**config.mk**
```make
export PLATFORM = sky130hd
export DESIGN_NAME = cosine_similarity_unit
export DESIGN_NICKNAME = d
export VERILOG_FILES = /design/src/rtl/csu_pkg.sv /design/src/rtl/csu_ctrl.sv /design/src/rtl/csu_dp.sv /design/src/rtl/cosine_similarity_unit.sv
export SDC_FILE = /design/constraint.sdc
export NUM_CORES = 2
export LEC_CHECK = 0
export ABC_AREA = 1
export BUFFER_PORTS_ARGS = -buffer_cell sky130_fd_sc_hd__clkbuf_2
export CAP_MARGIN = 20
export CORE_ASPECT_RATIO = 1.2
export CORE_MARGIN = 10
export CORE_UTILIZATION = 31
export DETAILED_ROUTE_END_ITERATION = 8
export PLACE_DENSITY = 0.52
export SETUP_SLACK_MARGIN = 0.3
export SYNTH_ARGS = -nofsm -noshare
export SYNTH_HDL_FRONTEND = slang
export SYNTH_HIERARCHICAL = 1
export SYNTH_SLANG_ARGS = --single-unit
```
**constraint.sdc**
```tcl
create_clock -name clk -period 15.4 [get_ports clk]
set_input_delay 1.54 -clock clk [delete_from_list [all_inputs] [get_ports clk]]
set_output_delay 1.54 -clock clk [all_outputs]
set_load 0.02 [all_outputs]
```
**src/rtl/csu_pkg.sv**
```systemverilog
package csu_pkg;

  localparam int ELEM_W      = 16;
  localparam int ACC_W       = 44;
  localparam int PROD_W      = 2 * ACC_W;
  localparam int QUO_W       = 32;
  localparam int ROOT_W      = QUO_W / 2;
  localparam int COS_W       = 17;
  localparam int IN_TDATA_W  = 32;
  localparam int OUT_TDATA_W = 24;
  localparam int COUNT_BITS  = 16;
  localparam int CNT_W       = $clog2(ACC_W);

  localparam logic [COS_W-1:0] Q_ONE = COS_W'(65536);

  localparam int MUL_STEPS  = ACC_W;
  localparam int DIV_STEPS  = QUO_W;
  localparam int SQRT_STEPS = ROOT_W;

  typedef struct packed {
    logic acc_en;
    logic load;
    logic mul_step;
    logic div_init;
    logic div_step;
    logic sqrt_step;
    logic out_load;
  } csu_cmd_t;

endpackage

```
**src/rtl/csu_ctrl.sv**
```systemverilog
module csu_ctrl (
  input  logic             clk,
  input  logic             rst_n,
  input  logic             in_tvalid,
  input  logic             in_tlast,
  output logic             in_tready,
  output logic             out_tvalid,
  input  logic             out_tready,
  output csu_pkg::csu_cmd_t cmd
);
  import csu_pkg::*;

  localparam logic [2:0] S_IDLE  = 3'd0;
  localparam logic [2:0] S_MUL   = 3'd1;
  localparam logic [2:0] S_DINIT = 3'd2;
  localparam logic [2:0] S_DIV   = 3'd3;
  localparam logic [2:0] S_SQRT  = 3'd4;
  localparam logic [2:0] S_DONE  = 3'd5;

  logic [2:0]       state_r, state_nxt;
  logic [CNT_W-1:0] cnt_r, cnt_nxt;
  logic             out_valid_r, out_valid_nxt;
  logic             accept;

  assign in_tready  = (state_r == S_IDLE);
  assign out_tvalid = out_valid_r;
  assign accept     = in_tvalid && in_tready;

  always_comb begin
    state_nxt     = state_r;
    cnt_nxt       = cnt_r;
    out_valid_nxt = out_valid_r;
    cmd           = '0;
    cmd.acc_en    = accept;
    if (out_valid_r && out_tready) begin
      out_valid_nxt = 1'b0;
    end
    unique case (state_r)
      S_IDLE: begin
        if (accept && in_tlast) begin
          cmd.load  = 1'b1;
          cnt_nxt   = '0;
          state_nxt = S_MUL;
        end
      end
      S_MUL: begin
        cmd.mul_step = 1'b1;
        cnt_nxt      = cnt_r + 1'b1;
        if (cnt_r == CNT_W'(MUL_STEPS - 1)) begin
          cnt_nxt   = '0;
          state_nxt = S_DINIT;
        end
      end
      S_DINIT: begin
        cmd.div_init = 1'b1;
        state_nxt    = S_DIV;
      end
      S_DIV: begin
        cmd.div_step = 1'b1;
        cnt_nxt      = cnt_r + 1'b1;
        if (cnt_r == CNT_W'(DIV_STEPS - 1)) begin
          cnt_nxt   = '0;
          state_nxt = S_SQRT;
        end
      end
      S_SQRT: begin
        cmd.sqrt_step = 1'b1;
        cnt_nxt       = cnt_r + 1'b1;
        if (cnt_r == CNT_W'(SQRT_STEPS - 1)) begin
          cnt_nxt   = '0;
          state_nxt = S_DONE;
        end
      end
      S_DONE: begin
        // wait for the output register to drain
        if (!out_valid_r) begin
          cmd.out_load  = 1'b1;
          out_valid_nxt = 1'b1;
          state_nxt     = S_IDLE;
        end
      end
      default: begin
        state_nxt = S_IDLE;
      end
    endcase
  end

  always_ff @(posedge clk) begin
    if (!rst_n) begin
      state_r     <= S_IDLE;
      cnt_r       <= '0;
      out_valid_r <= 1'b0;
    end else begin
      state_r     <= state_nxt;
      cnt_r       <= cnt_nxt;
      out_valid_r <= out_valid_nxt;
    end
  end

endmodule

```
**src/rtl/csu_dp.sv**
```systemverilog
module csu_dp #(
  parameter int COUNT_BITS = csu_pkg::COUNT_BITS
) (
  input  logic                      clk,
  input  logic                      rst_n,
  input  csu_pkg::csu_cmd_t         cmd,
  input  logic [csu_pkg::ELEM_W-1:0] elem_a,
  input  logic [csu_pkg::ELEM_W-1:0] elem_b,
  output logic [csu_pkg::COS_W-1:0]  cosine_q16,
  output logic                      degenerate
);
  import csu_pkg::*;

  localparam logic [ELEM_W-1:0] ELEM_LIM = (COUNT_BITS >= ELEM_W) ? {ELEM_W{1'b1}} :
                                           ELEM_W'((64'd1 << COUNT_BITS) - 64'd1);

  logic [ELEM_W-1:0]   a_s, b_s;
  logic [2*ELEM_W-1:0] p_ab, p_aa, p_bb;
  logic [ACC_W-1:0]    dot_sum, ma_sum, mb_sum;
  logic [ACC_W-1:0]    acc_dot_r, acc_ma_r, acc_mb_r;

  logic [PROD_W-1:0]   mcp_r, prod_r, mcd_r, dsq_r;
  logic [ACC_W-1:0]    mbp_r, mdd_r;
  logic [PROD_W:0]     rem_d_r, rem_sh;
  logic [QUO_W-1:0]    q_r;
  logic                clamp_r, degen_r;
  logic [ROOT_W-1:0]   root_r;
  logic [ROOT_W+1:0]   sq_rem_r;
  logic [ROOT_W+3:0]   sq_in, sq_trial;
  logic [COS_W-1:0]    cos_r;
  logic                degen_out_r;

  function automatic logic [ACC_W-1:0] sat_add(input logic [ACC_W-1:0] acc,
                                               input logic [2*ELEM_W-1:0] inc);
    logic [ACC_W:0] s;
    s = {1'b0, acc} + (ACC_W + 1)'(inc);
    return s[ACC_W] ? {ACC_W{1'b1}} : s[ACC_W-1:0];
  endfunction

  assign a_s  = (elem_a > ELEM_LIM) ? ELEM_LIM : elem_a;
  assign b_s  = (elem_b > ELEM_LIM) ? ELEM_LIM : elem_b;
  assign p_ab = a_s * b_s;
  assign p_aa = a_s * a_s;
  assign p_bb = b_s * b_s;

  assign dot_sum = sat_add(acc_dot_r, p_ab);
  assign ma_sum  = sat_add(acc_ma_r, p_aa);
  assign mb_sum  = sat_add(acc_mb_r, p_bb);

  assign rem_sh   = {rem_d_r[PROD_W-1:0], 1'b0};
  assign sq_in    = {sq_rem_r, q_r[QUO_W-1 -: 2]};
  assign sq_trial = (ROOT_W + 4)'({root_r, 2'b01});

  always_ff @(posedge clk) begin
    if (!rst_n) begin
      acc_dot_r <= '0;
      acc_ma_r  <= '0;
      acc_mb_r  <= '0;
    end else if (cmd.load) begin
      acc_dot_r <= '0;
      acc_ma_r  <= '0;
      acc_mb_r  <= '0;
    end else if (cmd.acc_en) begin
      acc_dot_r <= dot_sum;
      acc_ma_r  <= ma_sum;
      acc_mb_r  <= mb_sum;
    end
  end

  always_ff @(posedge clk) begin
    if (cmd.load) begin
      // ma*mb and dot*dot by shift and add
      mcp_r    <= PROD_W'(ma_sum);
      mbp_r    <= mb_sum;
      prod_r   <= '0;
      mcd_r    <= PROD_W'(dot_sum);
      mdd_r    <= dot_sum;
      dsq_r    <= '0;
      degen_r  <= (ma_sum == '0) || (mb_sum == '0);
      root_r   <= '0;
      sq_rem_r <= '0;
    end
    if (cmd.mul_step) begin
      prod_r <= prod_r + (mbp_r[0] ? mcp_r : '0);
      mcp_r  <= mcp_r << 1;
      mbp_r  <= mbp_r >> 1;
      dsq_r  <= dsq_r + (mdd_r[0] ? mcd_r : '0);
      mcd_r  <= mcd_r << 1;
      mdd_r  <= mdd_r >> 1;
    end
    if (cmd.div_init) begin
      // dot^2 >= ma*mb means a cosine of one or more
      rem_d_r <= {1'b0, dsq_r};
      clamp_r <= (dsq_r >= prod_r);
      q_r     <= '0;
    end
    if (cmd.div_step) begin
      if (rem_sh >= {1'b0, prod_r}) begin
        rem_d_r <= rem_sh - {1'b0, prod_r};
        q_r     <= {q_r[QUO_W-2:0], 1'b1};
      end else begin
        rem_d_r <= rem_sh;
        q_r     <= {q_r[QUO_W-2:0], 1'b0};
      end
    end
    if (cmd.sqrt_step) begin
      q_r <= q_r << 2;
      if (sq_in >= sq_trial) begin
        sq_rem_r <= (ROOT_W + 2)'(sq_in - sq_trial);
        root_r   <= {root_r[ROOT_W-2:0], 1'b1};
      end else begin
        sq_rem_r <= (ROOT_W + 2)'(sq_in);
        root_r   <= {root_r[ROOT_W-2:0], 1'b0};
      end
    end
    if (cmd.out_load) begin
      cos_r       <= degen_r ? '0 : (clamp_r ? Q_ONE : COS_W'(root_r));
      degen_out_r <= degen_r;
    end
  end

  assign cosine_q16 = cos_r;
  assign degenerate = degen_out_r;

endmodule

```
**src/rtl/cosine_similarity_unit.sv**
```systemverilog
// Cosine similarity of two vectors streamed as element pairs. Each accepted
// item carries one pair (elem_a, elem_b); a pair with in_tlast set closes the
// vector and yields one result: the cosine as unsigned Q1.16 (65536 = 1.0,
// truncated) in out_tdata and a degenerate flag in out_tuser, set with a zero
// cosine when either vector has zero magnitude. Accumulators saturate at 44
// bits. Element pairs are taken one per cycle. After the closing pair the
// input stalls while one shared sequencer runs 44-step shift-add multiplies,
// a 32-step restoring divide and a 16-step square root; a pending result does
// not block that work until the next one is ready.
module cosine_similarity_unit #(
  parameter int COUNT_BITS = csu_pkg::COUNT_BITS
) (
  input  logic                          clk,
  input  logic                          rst_n,
  input  logic                          in_tvalid,
  output logic                          in_tready,
  input  logic [csu_pkg::IN_TDATA_W-1:0]  in_tdata,  // elem_a, elem_b
  input  logic                          in_tlast,  // last_element
  output logic                          out_tvalid,
  input  logic                          out_tready,
  output logic [csu_pkg::OUT_TDATA_W-1:0] out_tdata, // cosine_q16, zero pad
  output logic                          out_tuser  // degenerate
);
  import csu_pkg::*;

  csu_cmd_t          cmd;
  logic [COS_W-1:0]  cos;

  csu_ctrl u_ctrl (
    .clk        (clk),
    .rst_n      (rst_n),
    .in_tvalid  (in_tvalid),
    .in_tlast   (in_tlast),
    .in_tready  (in_tready),
    .out_tvalid (out_tvalid),
    .out_tready (out_tready),
    .cmd        (cmd)
  );

  csu_dp #(
    .COUNT_BITS (COUNT_BITS)
  ) u_dp (
    .clk        (clk),
    .rst_n      (rst_n),
    .cmd        (cmd),
    .elem_a     (in_tdata[ELEM_W-1:0]),
    .elem_b     (in_tdata[2*ELEM_W-1:ELEM_W]),
    .cosine_q16 (cos),
    .degenerate (out_tuser)
  );

  assign out_tdata = OUT_TDATA_W'(cos);

  a_degen_zero: assert property (@(posedge clk) disable iff (!rst_n)
    out_tvalid && out_tuser |-> out_tdata[COS_W-1:0] == '0)
    else $error("degenerate result with nonzero cosine");

  a_cos_range: assert property (@(posedge clk) disable iff (!rst_n)
    out_tvalid |-> out_tdata[COS_W-1:0] <= Q_ONE)
    else $error("cosine above one");

  a_last_stalls: assert property (@(posedge clk) disable iff (!rst_n)
    in_tvalid && in_tready && in_tlast |=> !in_tready)
    else $error("input not stalled after closing item");

endmodule

```
==> metrics <==
status=finished clean; Top delay family on crit path=adder cells; Cell Area, Synth=~86000 um^2; startpoint types=input port; pre-CTS WS=roughly 6200 ps; Iter 0 DRT Violations=between 5k and 6k; unrepaired setup endpoints after global routing=false; top cell type by total area after synthesis=edfxtp_1; Slew @ Worst Pin=1140 ps; Critical-path top delay cell=clkbuf_2; FF-to-FF path depth=19; PortBufs=56; CP most frequent cell=inv_1; Boundary Pins=between 60 and 70; Congestion Overflow GR=0; Crit path largest cell delay=roughly 670 ps; Worst Hold Path Cells=2; Met1 Wirelength=roughly 130000 um; Initial Util=a little under a third; post-synth top area share=a little over a fifth; Die Width=~500 um; first-pass GRT wire length=approximately 450000 um; routed length per instance=around 19 um; Synth Register Bits=756; CTS tree=yes; core region area=between 200000 and 300000 um^2; Synthesis Warnings=6; share of the yosys chip area belonging to registers=around 25%; Core Rows=around 210; Max-slew headroom=a little under a quarter; Pins Over Slew Limit=0; Post-CTS Resized=0; setup TNS=0 ps; top cells by count, synth=nand2_1 (2935), inv_1 (2656), nor2_1 (1154); CTS buffer count=93; Clock Skew=just under 100 ps; die area=~300000 um^2; root buffer cell=clkbuf_16; Avg Cell Area, Syn=approximately 7.1 um^2; Post-synth EDFFs=slightly above 600; Area Overhead vs Synth=8.47%; clock-pin slew on the worst setup and hold paths=roughly 60 ps; async set-or-reset flop fraction in the synthesized netlist=0%; Max-Cap Viols=0; antenna-violating nets left=0; CP Class=input port to flip-flop; routed via count=76.4k; count leader, synth=nand2_1; library cells used by synthesis=64; hold buffers post-CTS=0; post-layout min period=around 8300 ps; Die Height=between 500 and 600 um; Final nets=13.4k; CTS H-tree lvls=3; Final Util=33.8%; CP endpoint kind=flip-flop; Sink Count=roughly 760; pin count of the biggest net entering global routing=177; layout cells sized above 1=around 3.5%; CP arrival=8910 ps; Final Hold Vio Count=0; Final Cycle Share=53.9%; GR Util All Layers=between 10% and 20%; vias in the first global route=75.7k; hpwl dp=about 240000 um; worst hold path class=flip-flop to flip-flop; synth top area cells=edfxtp_1 (21%), fa_1 (14%), nand2_1 (13%); Post-Synthesis Cells=~12k; Crit Path Max Fanout=36; GPL Wtd Cong=1.01; DRC=0; Top Layer Used=met5; Worst path depth=29; Max Root-Sink Buffers=3; metal3 WL=about 15000 um; routed wire length=roughly 300000 um; Skew-Pair Late Insertion Delay=slightly below 800 ps; R2R Setup Slk=9590 ps; CP Buf/Inv Count=9; vias per cell=between 4 and 5; setup ws final=~7100 ps; fmax=0.121 GHz; initial antenna violation count=4; final setup vio count=0; prevailing post-synth register cell=edfxtp_1; setup bufs post-CTS=0; DR WL met2=between 100000 and 150000 um; first-pass iteration count of the detailed router=6; WP data required=approximately 16000 ps
[area by class of cell]
class	instances	area, um^2
inverters	2691	10100
multi-input cells	8361	53100
flip-flops and latches	756	21200
clock inverters	62	783
fillers	30045	182000
diodes	2	5.00
well taps	3621	4530
repair buffers	121	803
clock buffers	110	2440
[path summary, 6_finish.rpt]
kind | from | end
max reg2reg | u_dp/acc_dot_r[13] | u_dp/mcd_r[21]
max | in_tdata[9] | u_dp/degen_r
min reg2reg | u_dp/q_r[0] | u_dp/q_r[0]
min | u_dp/q_r[0] | u_dp/q_r[0]
[stage by stage]
step	instance area [um^2]	hold slack, ps	std cells
2_1_floorplan	85800	443	12120
3_3_place_gp	89800	455	15549
3_5_place_dp	89800	460	15549
4_1_cts	93000	470	15721
5_1_grt	93000	495	15723
6_report	93000	470	15724
[cells in the final DEF (no fill, tap or decap), types with 94 or more instances in the layout]
master | synthesis | layout
nand2_1 | 2935 | 2934
inv_1 | 2656 | 2652
nor2_1 | 1154 | 1153
a21oi_1 | 931 | 931
o21ai_0 | 790 | 790
ha_1 | 703 | 703
fa_1 | 617 | 617
edfxtp_1 | 608 | 608
nand3_1 | 365 | 364
dfxtp_1 | 148 | 148
clkbuf_16 | 0 | 94
[cells by family after synthesis]
kind of cell / count (synthesis) / share of synthesized area, %
multiplexers: 2 / 0.0263
AO/OA/AOI/OAI: 2121 / 13.5
flip-flops: 756 / 24.7
other: 1 / 0.00437
adder cells (fa/ha/maj): 1320 / 24.7
XOR/XNOR: 126 / 1.29
AND/OR/NAND/NOR: 4785 / 22.4
buffers and inverters: 3003 / 13.4
[routing by layer]
layer | GRT usage (%) | vias to the layer above
met4 | 7.78 | 2
met1 | 25.5 | 36110
met5 | 0 | -
met3 | 2.25 | 412
li1 | - | 37856
met2 | 32.3 | 1986
[worst min-delay path: stages (launching register included)]
cell and delay [ps]:
dfxtp_1 310, nand2_1 60, a21oi_1 50
[registers in the layout, indices dropped and copies added, names as in the netlist, 3 cells and up]
signal and cells:
u_dp/sq_rem_r 18, u_dp/acc_ma_r 44, u_ctrl/cnt_r 6, u_dp/dsq_r 88
u_dp/mcp_r 88, u_dp/q_r 32, u_dp/root_r 16, u_dp/mdd_r 44
u_dp/rem_d_r 88, u_dp/cosine_q16 17, u_dp/acc_mb_r 44, u_dp/mbp_r 44
u_dp/acc_dot_r 44, u_dp/prod_r 88, u_dp/mcd_r 88, u_ctrl/state_r 3
Power is not shown: default switching activity piles up to over one toggle a cycle in this logic, so the estimate is an artifact.
